File: src/sv/cdsem_pkg.sv
package cdsem_pkg;

  localparam int DAY_W   = 5;
  localparam int MONTH_W = 4;
  localparam int YEAR_W  = 14;
  localparam int WDAY_W  = 3;
  localparam int PAT_W   = 28;
  localparam int CFG_IDX_W = 4;
  localparam int WSUM_W  = 15;

  localparam int NUM_EVENTS_DEF = 4;

  localparam logic [YEAR_W-1:0]  YEAR_MIN = YEAR_W'(1754);
  localparam logic [YEAR_W-1:0]  YEAR_MAX = YEAR_W'(9999);
  localparam logic [MONTH_W-1:0] MONTH_JAN = MONTH_W'(1);
  localparam logic [MONTH_W-1:0] MONTH_FEB = MONTH_W'(2);
  localparam logic [MONTH_W-1:0] MONTH_MAR = MONTH_W'(3);
  localparam logic [MONTH_W-1:0] MONTH_DEC = MONTH_W'(12);
  localparam logic [DAY_W-1:0]   DAY_FIRST = DAY_W'(1);
  localparam logic [5:0]         PAT_DAY_LAST = 6'd63;

  // y / 100 as (y * 5243) >> 19, exact for every 14-bit y
  localparam int DIV100_MUL = 5243;
  localparam int DIV100_SH  = 19;
  localparam int DIV100_PW  = YEAR_W + 13;

  typedef enum logic {
    CMD_LOAD    = 1'b0,
    CMD_ADVANCE = 1'b1
  } cmd_t;

  typedef struct packed {
    logic [DAY_W-1:0]   day;
    logic [MONTH_W-1:0] month;
    logic [YEAR_W-1:0]  year;
    logic               leap;
    logic               rejected;
  } date_rpt_t;

  function automatic logic [7:0] div100(logic [YEAR_W-1:0] y);
    logic [DIV100_PW-1:0] prod;
    prod = DIV100_PW'(y) * DIV100_PW'(DIV100_MUL);
    return prod[DIV100_SH +: 8];
  endfunction

  function automatic logic is_leap(logic [YEAR_W-1:0] y);
    logic [7:0]        q;
    logic [YEAR_W-1:0] r;
    q = div100(y);
    r = y - YEAR_W'(YEAR_W'(q) * YEAR_W'(100));
    // divisible by 4, and either not a century or a century divisible by 400
    return (y[1:0] == 2'b00) && ((r != '0) || (q[1:0] == 2'b00));
  endfunction

  function automatic logic [DAY_W-1:0] month_len(logic [MONTH_W-1:0] m, logic leap);
    logic [DAY_W-1:0] len;
    case (m)
      MONTH_W'(4), MONTH_W'(6), MONTH_W'(9), MONTH_W'(11): len = DAY_W'(30);
      MONTH_FEB: len = leap ? DAY_W'(29) : DAY_W'(28);
      default: len = DAY_W'(31);
    endcase
    return len;
  endfunction

  // (31 * mm) / 12 with mm the March-based month number
  function automatic logic [DAY_W-1:0] month_offset(logic [MONTH_W-1:0] m);
    logic [DAY_W-1:0] off;
    case (m)
      MONTH_W'(1):  off = DAY_W'(28);
      MONTH_W'(2):  off = DAY_W'(31);
      MONTH_W'(3):  off = DAY_W'(2);
      MONTH_W'(4):  off = DAY_W'(5);
      MONTH_W'(5):  off = DAY_W'(7);
      MONTH_W'(6):  off = DAY_W'(10);
      MONTH_W'(7):  off = DAY_W'(12);
      MONTH_W'(8):  off = DAY_W'(15);
      MONTH_W'(9):  off = DAY_W'(18);
      MONTH_W'(10): off = DAY_W'(20);
      MONTH_W'(11): off = DAY_W'(23);
      MONTH_W'(12): off = DAY_W'(25);
      default:      off = '0;
    endcase
    return off;
  endfunction

  // 8 = 1 mod 7: fold octal digits twice, then one subtract
  function automatic logic [WDAY_W-1:0] mod7(logic [WSUM_W-1:0] x);
    logic [5:0] s1;
    logic [3:0] s2;
    s1 = 6'(x[2:0]) + 6'(x[5:3]) + 6'(x[8:6]) + 6'(x[11:9]) + 6'(x[14:12]);
    s2 = 4'(s1[2:0]) + 4'(s1[5:3]);
    if (s2 >= 4'd7) begin
      s2 = s2 - 4'd7;
    end
    return s2[WDAY_W-1:0];
  endfunction

endpackage

File: src/sv/cdsem_item_if.sv
interface cdsem_item_if import cdsem_pkg::*; ();
  logic               valid;
  logic               ready;
  logic               command;
  logic [DAY_W-1:0]   load_day;
  logic [MONTH_W-1:0] load_month;
  logic [YEAR_W-1:0]  load_year;

  modport source (output valid, command, load_day, load_month, load_year, input ready);
  modport sink (input valid, command, load_day, load_month, load_year, output ready);
endinterface

File: src/sv/cdsem_result_if.sv
interface cdsem_result_if import cdsem_pkg::*; #(
  parameter int NUM_EVENTS = NUM_EVENTS_DEF
) ();
  logic                  valid;
  logic                  ready;
  logic [DAY_W-1:0]      day;
  logic [MONTH_W-1:0]    month;
  logic [YEAR_W-1:0]     year;
  logic [WDAY_W-1:0]     weekday;
  logic                  last_of_month;
  logic [NUM_EVENTS-1:0] event_hits;
  logic                  load_rejected;

  modport source (output valid, day, month, year, weekday, last_of_month, event_hits,
                  load_rejected, input ready);
  modport sink (input valid, day, month, year, weekday, last_of_month, event_hits,
                load_rejected, output ready);
endinterface

File: src/sv/cdsem_cfg_if.sv
interface cdsem_cfg_if import cdsem_pkg::*; ();
  logic                 valid;
  logic                 ready;
  logic [CFG_IDX_W-1:0] index;
  logic [PAT_W-1:0]     data;

  modport source (output valid, index, data, input ready);
  modport sink (input valid, index, data, output ready);
endinterface

File: src/sv/cdsem_date.sv
module cdsem_date import cdsem_pkg::*; (
  input  logic             clk,
  input  logic             rst,
  cdsem_item_if.sink       item,
  output logic             rpt_valid,
  input  logic             rpt_ready,
  output date_rpt_t        rpt
);

  logic [DAY_W-1:0]   cur_day;
  logic [MONTH_W-1:0] cur_month;
  logic [YEAR_W-1:0]  cur_year;

  logic               cur_leap;
  logic [DAY_W-1:0]   cur_len;
  logic               ld_leap;
  logic [DAY_W-1:0]   ld_len;
  logic               ld_ok;
  logic               accept;

  assign item.ready = !rpt_valid || rpt_ready;
  assign accept     = item.valid && item.ready;

  assign cur_leap = is_leap(cur_year);
  assign cur_len  = month_len(cur_month, cur_leap);
  assign ld_leap  = is_leap(item.load_year);
  assign ld_len   = month_len(item.load_month, ld_leap);
  assign ld_ok    = (item.load_year >= YEAR_MIN) && (item.load_year <= YEAR_MAX) &&
                    (item.load_month >= MONTH_JAN) && (item.load_month <= MONTH_DEC) &&
                    (item.load_day >= DAY_FIRST) && (item.load_day <= ld_len);

  always_ff @(posedge clk) begin
    if (rst) begin
      cur_day   <= DAY_FIRST;
      cur_month <= MONTH_JAN;
      cur_year  <= YEAR_MIN;
      rpt_valid <= 1'b0;
    end else begin
      if (item.ready) begin
        rpt_valid <= accept;
      end
      if (accept) begin
        if (cmd_t'(item.command) == CMD_LOAD) begin
          if (ld_ok) begin
            cur_day      <= item.load_day;
            cur_month    <= item.load_month;
            cur_year     <= item.load_year;
            rpt.day      <= item.load_day;
            rpt.month    <= item.load_month;
            rpt.year     <= item.load_year;
            rpt.leap     <= ld_leap;
          end else begin
            rpt.day      <= cur_day;
            rpt.month    <= cur_month;
            rpt.year     <= cur_year;
            rpt.leap     <= cur_leap;
          end
          rpt.rejected <= !ld_ok;
        end else begin
          rpt.day      <= cur_day;
          rpt.month    <= cur_month;
          rpt.year     <= cur_year;
          rpt.leap     <= cur_leap;
          rpt.rejected <= 1'b0;
          // step one day; hold at the end of the range
          if (cur_day < cur_len) begin
            cur_day <= cur_day + DAY_W'(1);
          end else if (cur_month < MONTH_DEC) begin
            cur_day   <= DAY_FIRST;
            cur_month <= cur_month + MONTH_W'(1);
          end else if (cur_year < YEAR_MAX) begin
            cur_day   <= DAY_FIRST;
            cur_month <= MONTH_JAN;
            cur_year  <= cur_year + YEAR_W'(1);
          end
        end
      end
    end
  end

endmodule

File: src/sv/cdsem_report.sv
module cdsem_report import cdsem_pkg::*; #(
  parameter int NUM_EVENTS = NUM_EVENTS_DEF
) (
  input  logic             clk,
  input  logic             rst,
  input  logic             rpt_valid,
  output logic             rpt_ready,
  input  date_rpt_t        rpt,
  cdsem_cfg_if.sink        cfg,
  cdsem_result_if.source   result
);

  logic [PAT_W-1:0] pattern [NUM_EVENTS];

  // weekday-sum stage
  logic               s2_valid;
  logic               s2_ready;
  logic [DAY_W-1:0]   s2_day;
  logic [MONTH_W-1:0] s2_month;
  logic [YEAR_W-1:0]  s2_year;
  logic               s2_last;
  logic               s2_rejected;
  logic [WSUM_W-1:0]  s2_wsum;

  logic [YEAR_W-1:0]     yy;
  logic [7:0]            q100;
  logic [WSUM_W-1:0]     wsum;
  logic [WDAY_W-1:0]     wd;
  logic [NUM_EVENTS-1:0] hits;

  assign cfg.ready = 1'b1;

  always_ff @(posedge clk) begin
    if (rst) begin
      for (int i = 0; i < NUM_EVENTS; i++) begin
        pattern[i] <= '0;
      end
    end else if (cfg.valid) begin
      // an index past the last pattern is dropped
      for (int i = 0; i < NUM_EVENTS; i++) begin
        if (cfg.index == CFG_IDX_W'(i)) begin
          pattern[i] <= cfg.data;
        end
      end
    end
  end

  // January and February count as months of the previous year
  assign yy   = (rpt.month < MONTH_MAR) ? rpt.year - YEAR_W'(1) : rpt.year;
  assign q100 = div100(yy);
  assign wsum = WSUM_W'(rpt.day) + WSUM_W'(yy) + WSUM_W'(yy[YEAR_W-1:2]) - WSUM_W'(q100)
              + WSUM_W'(q100[7:2]) + WSUM_W'(month_offset(rpt.month));

  assign s2_ready  = !result.valid || result.ready;
  assign rpt_ready = !s2_valid || s2_ready;

  always_ff @(posedge clk) begin
    if (rst) begin
      s2_valid <= 1'b0;
    end else begin
      if (rpt_ready) begin
        s2_valid <= rpt_valid;
      end
    end
    if (rpt_ready && rpt_valid) begin
      s2_day      <= rpt.day;
      s2_month    <= rpt.month;
      s2_year     <= rpt.year;
      s2_last     <= (rpt.day == month_len(rpt.month, rpt.leap));
      s2_rejected <= rpt.rejected;
      s2_wsum     <= wsum;
    end
  end

  assign wd = mod7(s2_wsum);

  always_comb begin
    logic [5:0]         pd;
    logic [MONTH_W-1:0] pm;
    logic [YEAR_W-1:0]  py;
    logic [WDAY_W-1:0]  pw;
    logic               dok;
    logic               mok;
    logic               yok;
    logic               wok;
    hits = '0;
    for (int i = 0; i < NUM_EVENTS; i++) begin
      pd  = pattern[i][6:1];
      pm  = pattern[i][10:7];
      py  = pattern[i][24:11];
      pw  = pattern[i][27:25];
      dok = (pd == '0) || (pd == 6'(s2_day)) || ((pd == PAT_DAY_LAST) && s2_last);
      mok = (pm == '0) || (pm == s2_month);
      yok = (py == '0) || (py == s2_year);
      wok = (pw == '0) || (pw == wd + WDAY_W'(1));
      hits[i] = pattern[i][0] && dok && mok && yok && wok;
    end
  end

  always_ff @(posedge clk) begin
    if (rst) begin
      result.valid <= 1'b0;
    end else begin
      if (s2_ready) begin
        result.valid <= s2_valid;
      end
    end
    if (s2_ready && s2_valid) begin
      result.day           <= s2_day;
      result.month         <= s2_month;
      result.year          <= s2_year;
      result.weekday       <= wd;
      result.last_of_month <= s2_last;
      result.event_hits    <= hits;
      result.load_rejected <= s2_rejected;
    end
  end

endmodule

File: src/sv/calendar_day_stepper_with_event_match.sv
// Holds a Gregorian date in the range 1.1.1754 to 31.12.9999, reset to 1.1.1754.
// A load transaction replaces the date when it is valid and otherwise keeps it and
// sets load_rejected; its result reports the date held afterwards. An advance
// transaction reports the held date and then steps it one day, holding at
// 31.12.9999. Each result carries the weekday (0 is Sunday), a last-day-of-month
// flag and one hit bit per event pattern, set for an enabled pattern that matches.
// The block takes one transaction per clock cycle unless the result side stalls;
// a result passes from the date report register, loaded on acceptance, through the
// weekday sum register to the result register, each stage moving on as soon as the
// next has room. Pattern registers are written through the configuration channel,
// which is always ready; indexes at or above NUM_EVENTS are ignored.
module calendar_day_stepper_with_event_match import cdsem_pkg::*; #(
  parameter int NUM_EVENTS = NUM_EVENTS_DEF
) (
  input  logic             clk,
  input  logic             rst,
  cdsem_item_if.sink       item,
  cdsem_result_if.source   result,
  cdsem_cfg_if.sink        cfg
);

  logic      rpt_valid;
  logic      rpt_ready;
  date_rpt_t rpt;

  cdsem_date u_date (
    .clk       (clk),
    .rst       (rst),
    .item      (item),
    .rpt_valid (rpt_valid),
    .rpt_ready (rpt_ready),
    .rpt       (rpt)
  );

  cdsem_report #(
    .NUM_EVENTS (NUM_EVENTS)
  ) u_report (
    .clk       (clk),
    .rst       (rst),
    .rpt_valid (rpt_valid),
    .rpt_ready (rpt_ready),
    .rpt       (rpt),
    .cfg       (cfg),
    .result    (result)
  );

endmodule
File: src/flat_wrapper.sv
// flat-port wrapper written by rule: the top's interface ports become plain ports
module calendar_day_stepper_with_event_match_flat import cdsem_pkg::*;
#(
  parameter int NUM_EVENTS = NUM_EVENTS_DEF
)
  (clk, rst, item_valid, item_command, item_load_day, item_load_month, item_load_year, item_ready, result_valid, result_day, result_month, result_year, result_weekday, result_last_of_month, result_event_hits, result_load_rejected, result_ready, cfg_valid, cfg_index, cfg_data, cfg_ready);
  cdsem_item_if item_i ();
  cdsem_result_if #(.NUM_EVENTS(NUM_EVENTS)) result_i ();
  cdsem_cfg_if cfg_i ();
  input  logic clk;
  input  logic rst;
  input wire logic [$bits(item_i.valid)-1:0] item_valid;
  input wire logic [$bits(item_i.command)-1:0] item_command;
  input wire logic [$bits(item_i.load_day)-1:0] item_load_day;
  input wire logic [$bits(item_i.load_month)-1:0] item_load_month;
  input wire logic [$bits(item_i.load_year)-1:0] item_load_year;
  output wire logic [$bits(item_i.ready)-1:0] item_ready;
  output wire logic [$bits(result_i.valid)-1:0] result_valid;
  output wire logic [$bits(result_i.day)-1:0] result_day;
  output wire logic [$bits(result_i.month)-1:0] result_month;
  output wire logic [$bits(result_i.year)-1:0] result_year;
  output wire logic [$bits(result_i.weekday)-1:0] result_weekday;
  output wire logic [$bits(result_i.last_of_month)-1:0] result_last_of_month;
  output wire logic [$bits(result_i.event_hits)-1:0] result_event_hits;
  output wire logic [$bits(result_i.load_rejected)-1:0] result_load_rejected;
  input wire logic [$bits(result_i.ready)-1:0] result_ready;
  input wire logic [$bits(cfg_i.valid)-1:0] cfg_valid;
  input wire logic [$bits(cfg_i.index)-1:0] cfg_index;
  input wire logic [$bits(cfg_i.data)-1:0] cfg_data;
  output wire logic [$bits(cfg_i.ready)-1:0] cfg_ready;
  assign item_i.valid = item_valid;
  assign item_i.command = item_command;
  assign item_i.load_day = item_load_day;
  assign item_i.load_month = item_load_month;
  assign item_i.load_year = item_load_year;
  assign item_ready = item_i.ready;
  assign result_valid = result_i.valid;
  assign result_day = result_i.day;
  assign result_month = result_i.month;
  assign result_year = result_i.year;
  assign result_weekday = result_i.weekday;
  assign result_last_of_month = result_i.last_of_month;
  assign result_event_hits = result_i.event_hits;
  assign result_load_rejected = result_i.load_rejected;
  assign result_i.ready = result_ready;
  assign cfg_i.valid = cfg_valid;
  assign cfg_i.index = cfg_index;
  assign cfg_i.data = cfg_data;
  assign cfg_ready = cfg_i.ready;
  calendar_day_stepper_with_event_match #(.NUM_EVENTS(NUM_EVENTS)) u_core (.clk(clk), .rst(rst), .item(item_i), .result(result_i), .cfg(cfg_i));
endmodule
File: config.mk
export PLATFORM = sky130hd
export DESIGN_NAME = calendar_day_stepper_with_event_match_flat
export DESIGN_NICKNAME = d
export VERILOG_FILES = /design/src/sv/cdsem_pkg.sv /design/src/sv/cdsem_item_if.sv /design/src/sv/cdsem_result_if.sv /design/src/sv/cdsem_cfg_if.sv /design/src/sv/cdsem_date.sv /design/src/sv/cdsem_report.sv /design/src/sv/calendar_day_stepper_with_event_match.sv /design/src/flat_wrapper.sv
export SDC_FILE = /design/constraint.sdc
export NUM_CORES = 1
export LEC_CHECK = 0
export BUFFER_PORTS_ARGS = -buffer_cell sky130_fd_sc_hd__buf_4
export CORE_MARGIN = 1
export CORE_UTILIZATION = 30
export DETAILED_ROUTE_END_ITERATION = 16
export GPL_TIMING_DRIVEN = 0
export SLEW_MARGIN = 20
export SYNTH_ARGS = -nofsm -noshare
export SYNTH_HDL_FRONTEND = slang
export SYNTH_SLANG_ARGS = --single-unit
File: constraint.sdc
create_clock -name clk -period 36.2 [get_ports clk]
set_clock_uncertainty 0.2 [all_clocks]
set_input_delay 1.81 -clock clk [delete_from_list [all_inputs] [get_ports clk]]
set_output_delay 1.81 -clock clk [all_outputs]
set_load 0.05 [all_outputs]
==> results.toml, run 1 <==
[worst_setup_path]
regToRegSetupSlack_ns = 24.38
r2r_start = "u_core.u_date.rpt[16]"
arrival_ns = 15.90
worstSetupPathType = "in2reg"
max_stage_delay_ns = 0.65
crit_slowest_cell = "o41ai_2"
critPathMaxFanout = 10
r2r_cells = 41
worstSetupStartpoint = "item_load_year[5]"
cpMostUsedCell = "ha_1"
startpoint_type = "primary input"
rr_endpoint = "u_core.u_report.s2_wsum[13]"
endpoint_kind = "flop"
crit_required_ns = 36.41

[routing]
viasPerCell = 4.690
drt-initial-drc-count = 1170
drc = 0
via_count = 17690
routed_wl_um = 60210
ant_nets = 0
firstDrtPassIters = 6
routedWlPerCell_um = 15.96

[hold_path]
holdCritPathClass = "reg2reg"
min_to = "u_core.u_report.result.load_rejected"
min_path_cells = 0
hold_path_startpoint = "u_core.u_report.s2_rejected"

[final_layout]
layout_commonest_cell = "ha_1"
mostFrequentLayoutCells = "ha_1 (452), inv_1 (446), fa_1 (228)"
syn2layout_area_growth_pct = 11.86
diodes = 0
drive_gt1_share_pct = 6.771
fin_util_pct = 33.88
instances_no_fill = 3773
final_nets = 3350

[logic_synthesis]
synth_area_sq_mm = 0.02583
synth-main-ff-cell = "edfxtp_1"
synth_mux_area_share_pct = 0.8282
yosys_register_bits = 240
synthXorXnorAreaFrac_pct = 5.957
synth_nets = 3226
syn_inst = 2485
ys_types = 82
synth_top_family_by_area = "adder cells"
synth-seq-area-share_pct = 26.70
synth-simple-area-share_pct = 11.49
ys_warn_count = 0
synth_edf_count = 209
synth-compound-area-share_pct = 8.248
avgSynthCellArea_sq_um = 10.40
ys_async_sr_fraction_pct = 0
synthAdderAreaFrac_pct = 39.56

[sta]
finalSetupViolCount = 0
clock.fmax_mhz = 63.76
slew_headroom_pct = 24.93
final_hold_viol_count = 0
setup_tns_ns = 0
slew_viol_final = 0
tightest_slew_ns = 1.117
post-route-min-period_ns = 15.68
hold_slack_ns = 0.2232
rsz0062_at_grt = "false"
final.period_utilization_pct = 43.33

[clock_tree]
cts_num_sinks = 240
cts_tree = "done"
max-clock-path-buffers = 3
cts-root-buf = "clkbuf_16"
clkLatencyLatePin_ns = 0.54
htree_levels = 1
ctsResizeCount = 0
cts_hold_buf = 0
cts_buffers = 27
cts_setup_buffers = 0
cts.clk_slew.worst_paths_ns = 0.06

[grt]
antenna_found_initial = 1
grt_pass1_vias = 17820
grt_pass1_wl_um = 97040
grt_overflow = 0
grt_max_degree = 30
grt_use_total_pct = 13.99

[run_status]
status = "finished, final reports clean"

[die]
die_x_um = 295.5
start_util_pct = 30.29
die_area_sq_mm = 0.08729
num_rows = 107
ios = 96
core_sq_mm = 0.08528
die_h_um = 295.5

[placed_design]
gp_congestion = 0.8428
dp.cells = 3724
place_hpwl_um = 50160
portBuffers = 92

[run]
maxCapViolations = 0
## through the flow
step                setup slack (ns)  cell area [sq um]
floorplan                      22.26              25830
global placement               19.85              27960
detailed placement             19.91              28030
CTS                            20.39              28890
global route                   19.48              28900
finish                         20.52              28900
## area by class of cell
type,count,area (sq um)
inverter,447,1678
clock buffer,34,701.9
fill,8705,56380
buffer,43,182.7
sequential,240,6897
timing repair buffer,95,745.7
multi-input combinational,1755,17100
tap,1144,1431
clock inverter,15,160.2
## metal layers
layer  GRT usage (%)  wire length, um
met1           19.65            28880
met2           23.69            28290
met3           1.083             1992
met4           2.376             1029
met5               0               13
## synthesized netlist by cell type (6+ instances only)
library cell	count	area (sq um)
a211o_1	8	70.07
a211oi_1	6	45.04
a21o_1	16	120.1
a21oi_1	105	525.5
a311oi_1	6	52.55
a31oi_1	12	75.07
and2_1	119	744.5
and3_1	13	81.33
clkbuf_1	34	127.6
dfxtp_1	31	620.6
edfxtp_1	209	6276
fa_1	228	4564
ha_1	452	5655
inv_1	446	1674
mux2_2	11	123.9
mux2i_1	9	90.09
nand2_1	89	334.1
nand2b_1	23	143.9
nand3_1	36	180.2
nand4_1	32	200.2
nor2_1	78	292.8
nor2b_1	30	187.7
nor3_1	41	205.2
nor3b_1	8	60.06
nor4_1	39	244.0
o211ai_1	10	75.07
o21a_1	12	90.09
o21ai_0	82	410.4
o221ai_1	7	61.31
o22ai_1	14	87.58
or3_1	6	37.54
xnor2_1	85	744.5
xor2_1	88	770.7
## flip-flops by register name (all words and copies together), names as in the netlist, 5 cells and up, named ones only
signal                       cells
u_core.u_report.s2_year         14
u_core.u_report.s2_day           5
u_core.u_date.cur_year          14
u_core.u_date.cur_day            5
u_core.u_report.pattern        112
u_core.u_report.s2_wsum         15
u_core.u_report.result.year     14
u_core.u_date.rpt               25
u_core.u_report.result.day       5
## critical path: cells and delay by family
kind / cells / cell delay [ns]
AOI/OAI and AO/OA: 21 / 4.98
xor gates and xnor gates: 1 / 0.23
adders and majority gates: 13 / 4.80
buffers and inverters: 9 / 1.31
muxes: 1 / 0.28
and+or+nand+nor: 10 / 2.44
## cells by family after synthesis
kind of cell,after synthesis
AOI/OAI and AO/OA,336
xor gates and xnor gates,174
adders and majority gates,680
buffers and inverters,490
DFF,240
muxes,20
other,1
and+or+nand+nor,544
## worst max-delay path by stage
stage	cells past startpoint	end	slack (ns)
6_report	55	flop	20.52
3_5_place_dp	55	flop	19.91
5_1_grt	55	flop	19.48
3_3_place_gp	55	flop	19.85
2_1_floorplan	54	flop	22.26
4_1_cts	55	flop	20.39
Power of run 1 is left out: the tool's default activity adds up to more than one toggle a clock period on the data nets, which glitch-free logic cannot reach.
==> inputs of run 2 (changes only) <==
--- a/config.mk
+++ b/config.mk
@@ -5,6 +5,7 @@
 export SDC_FILE = /design/constraint.sdc
 export NUM_CORES = 1
 export LEC_CHECK = 0
+export ABC_AREA = 1
 export BUFFER_PORTS_ARGS = -buffer_cell sky130_fd_sc_hd__buf_4
 export CORE_MARGIN = 1
 export CORE_UTILIZATION = 30
==> constraint.sdc (replaced) <==
create_clock -name clk -period 14.4 [get_ports clk]
set_clock_uncertainty 0.2 [all_clocks]
set_input_delay 0.72 -clock clk [delete_from_list [all_inputs] [get_ports clk]]
set_output_delay 0.72 -clock clk [all_outputs]
set_load 0.05 [all_outputs]
==> run 2 against run 1 <==
Effect of this change:
- clock-buffer cell count is the same
- register-to-register slack worse by 21 ns
- core utilization increased by 0.22 points
- largest cell class unchanged
- critical path depth is 8 higher
- critical path type unchanged
- final area up 0.81%
- first-iteration DRC count down 22%
- synthesized cell count grew 13%
- via count increased by 5.1%
- non-clock buffer count shrank 3
- global-route usage rose by 0.15 points
==> results.toml, run 2 <==
[run_status]
status = "finished, final reports clean"

[final_layout]
fillers = 8890
largest_register_ffs = 112
layout_commonest_cell = "inv_1"
drive_gt1_share_pct = 6.026
multi_input_area_sq_mm = 0.01658
fin_util_pct = 34.11
mostFrequentLayoutCells = "inv_1 (627), ha_1 (452), nand2_1 (332)"
final_nets = 3675
largestRegisters = "u_core.u_report.pattern x112, u_core.u_date.rpt x25, u_core.u_report.s2_wsum x15"
diodes = 0
ff_latch_area_sq_mm = 0.006897
syn2layout_area_growth_pct = 12.30
largest-register = "u_core.u_report.pattern"

[die]
die_area_sq_mm = 0.08765
ios = 96
core_sq_mm = 0.08541
num_rows = 107
start_util_pct = 30.37
die_x_um = 296.1
die_h_um = 296.1

[logic_synthesis]
ys_async_sr_fraction_pct = 0
yosysTopAreaCellShare_pct = 24.19
synth_edf_count = 209
syn_inst = 2804
synth_area_sq_mm = 0.02594
synth_common_cells = "inv_1 (628), ha_1 (452), nand2_1 (332), nor2_1 (239), fa_1 (228)"
post-synth-top-count-cell = "inv_1"
synth-simple-area-share_pct = 13.19
synthXorXnorAreaFrac_pct = 4.524
ys_warn_count = 0
synthAdderAreaFrac_pct = 39.40
yosysTopAreaCell = "edfxtp_1"
avgSynthCellArea_sq_um = 9.251
synth_nets = 3545
synth-compound-area-share_pct = 6.550
ys_top_cells_by_area = "edfxtp_1 (24%), ha_1 (22%), fa_1 (18%)"
yosys_register_bits = 240
synth-seq-area-share_pct = 26.59
synth-main-ff-cell = "edfxtp_1"
synth_mux_area_share_pct = 0.04341
synth_top_family_by_area = "adder cells"
ys_types = 50

[worst_setup_path]
crit_required_ns = 14.61
r2r_start = "u_core.u_date.rpt[19]"
endpoint_kind = "flop"
startpoint_type = "primary input"
r2r_cells = 45
worstSetupPathType = "in2reg"
critPathMaxFanout = 10
rr_endpoint = "u_core.u_report.s2_wsum[14]"
crit_slowest_cell = "fa_1"
regToRegSetupSlack_ns = 2.95
max_stage_delay_ns = 0.57
arrival_ns = 11.71

[sta]
clock.fmax_mhz = 87.00
post-route-min-period_ns = 11.49
final.period_utilization_pct = 79.82
slew_viol_final = 0
slew_headroom_pct = 31.56
hold_slack_ns = 0.2366
setup_tns_ns = 0
tightest_slew_ns = 1.016
finalSetupViolCount = 0
final_hold_viol_count = 0
rsz0062_at_grt = "false"

[clock_tree]
cts_buffers = 27
cts-root-buf = "clkbuf_16"
cts_setup_buffers = 0
cts.clk_slew.worst_paths_ns = 0.06
htree_levels = 1
max-clock-path-buffers = 3
cts_hold_buf = 0
cts_num_sinks = 240
clkLatencyLatePin_ns = 0.54
cts_tree = "done"
ctsResizeCount = 0

[routing]
ant_nets = 0
drc = 0
via_count = 18600
firstDrtPassIters = 5
drt-initial-drc-count = 912
routed_wl_um = 60790
routedWlPerCell_um = 14.83
viasPerCell = 4.540

[hold_path]
min_to = "u_core.u_report.s2_rejected"
hold_path_startpoint = "u_core.u_date.rpt[0]"
min_path_cells = 0
holdCritPathClass = "reg2reg"

[placed_design]
gp_congestion = 0.9022
place_hpwl_um = 51750
portBuffers = 94

[grt]
grt_pass1_vias = 18520
grt_use_total_pct = 14.14
grt_max_degree = 36
antenna_found_initial = 2
grt_pass1_wl_um = 98290
grt_overflow = 0

[run]
maxCapViolations = 0
[run 2: cell type report]
class                   instances  area share, %
clock buffers                  34          2.409
flip-flops and latches        240          23.67
clock inverters                15         0.6142
repair buffers                101          2.835
multi-input cells            1902          56.93
well taps                    1144          4.913
plain buffers                  34         0.5369
inverters                     628          8.092
[run 2: kinds of logic after synthesis]
group / count (synthesis)
compound gates: 291
xor+xnor: 134
fa+ha+maj: 680
buf+inv: 662
flops: 240
mux: 1
other cells: 1
simple gates: 795
[run 2: worst max-delay path by stage]
stage | start | endpoint | depth (start not counted)
3_5_place_dp | item_load_year[5] | flop | 63
4_1_cts | u_core.u_date.rpt[19] | u_core.u_report.s2_wsum[14] | 45
6_report | item_load_year[5] | flop | 63
3_3_place_gp | item_load_year[5] | flop | 63
5_1_grt | u_core.u_date.rpt[19] | u_core.u_report.s2_wsum[14] | 45
2_1_floorplan | item_load_year[5] | flop | 62
[run 2: layer usage]
metal,vias up,wire length (um),share of wire (%),global-route usage (%)
met1,8869,28690,47,19.45
met2,311,28700,47,24.17
met4,4,1005,1.7,2.527
met5,-,29,0.048,0
met3,78,2372,3.9,1.372
li1,9341,-,-,-
[run 2: critical path: cells and delay by family]
family / cells / cell delay [ns]
xor gates and xnor gates: 2 / 0.42
buffers and inverters: 14 / 1.33
adders and majority gates: 13 / 4.85
and+or+nand+nor: 19 / 2.21
AOI/OAI and AO/OA: 15 / 2.20
[run 2: through the flow]
stage / instances / cell area [sq um] / setup WS (ns)
after floorplan: 2804 / 25940 / 4.188
after global placement: 4042 / 28080 / 2.356
after detailed placement: 4049 / 28240 / 2.381
after CTS: 4098 / 29120 / 2.827
after global routing: 4098 / 29130 / 1.938
final: 4098 / 29130 / 2.906
Power of run 2 is left out for the same reason.
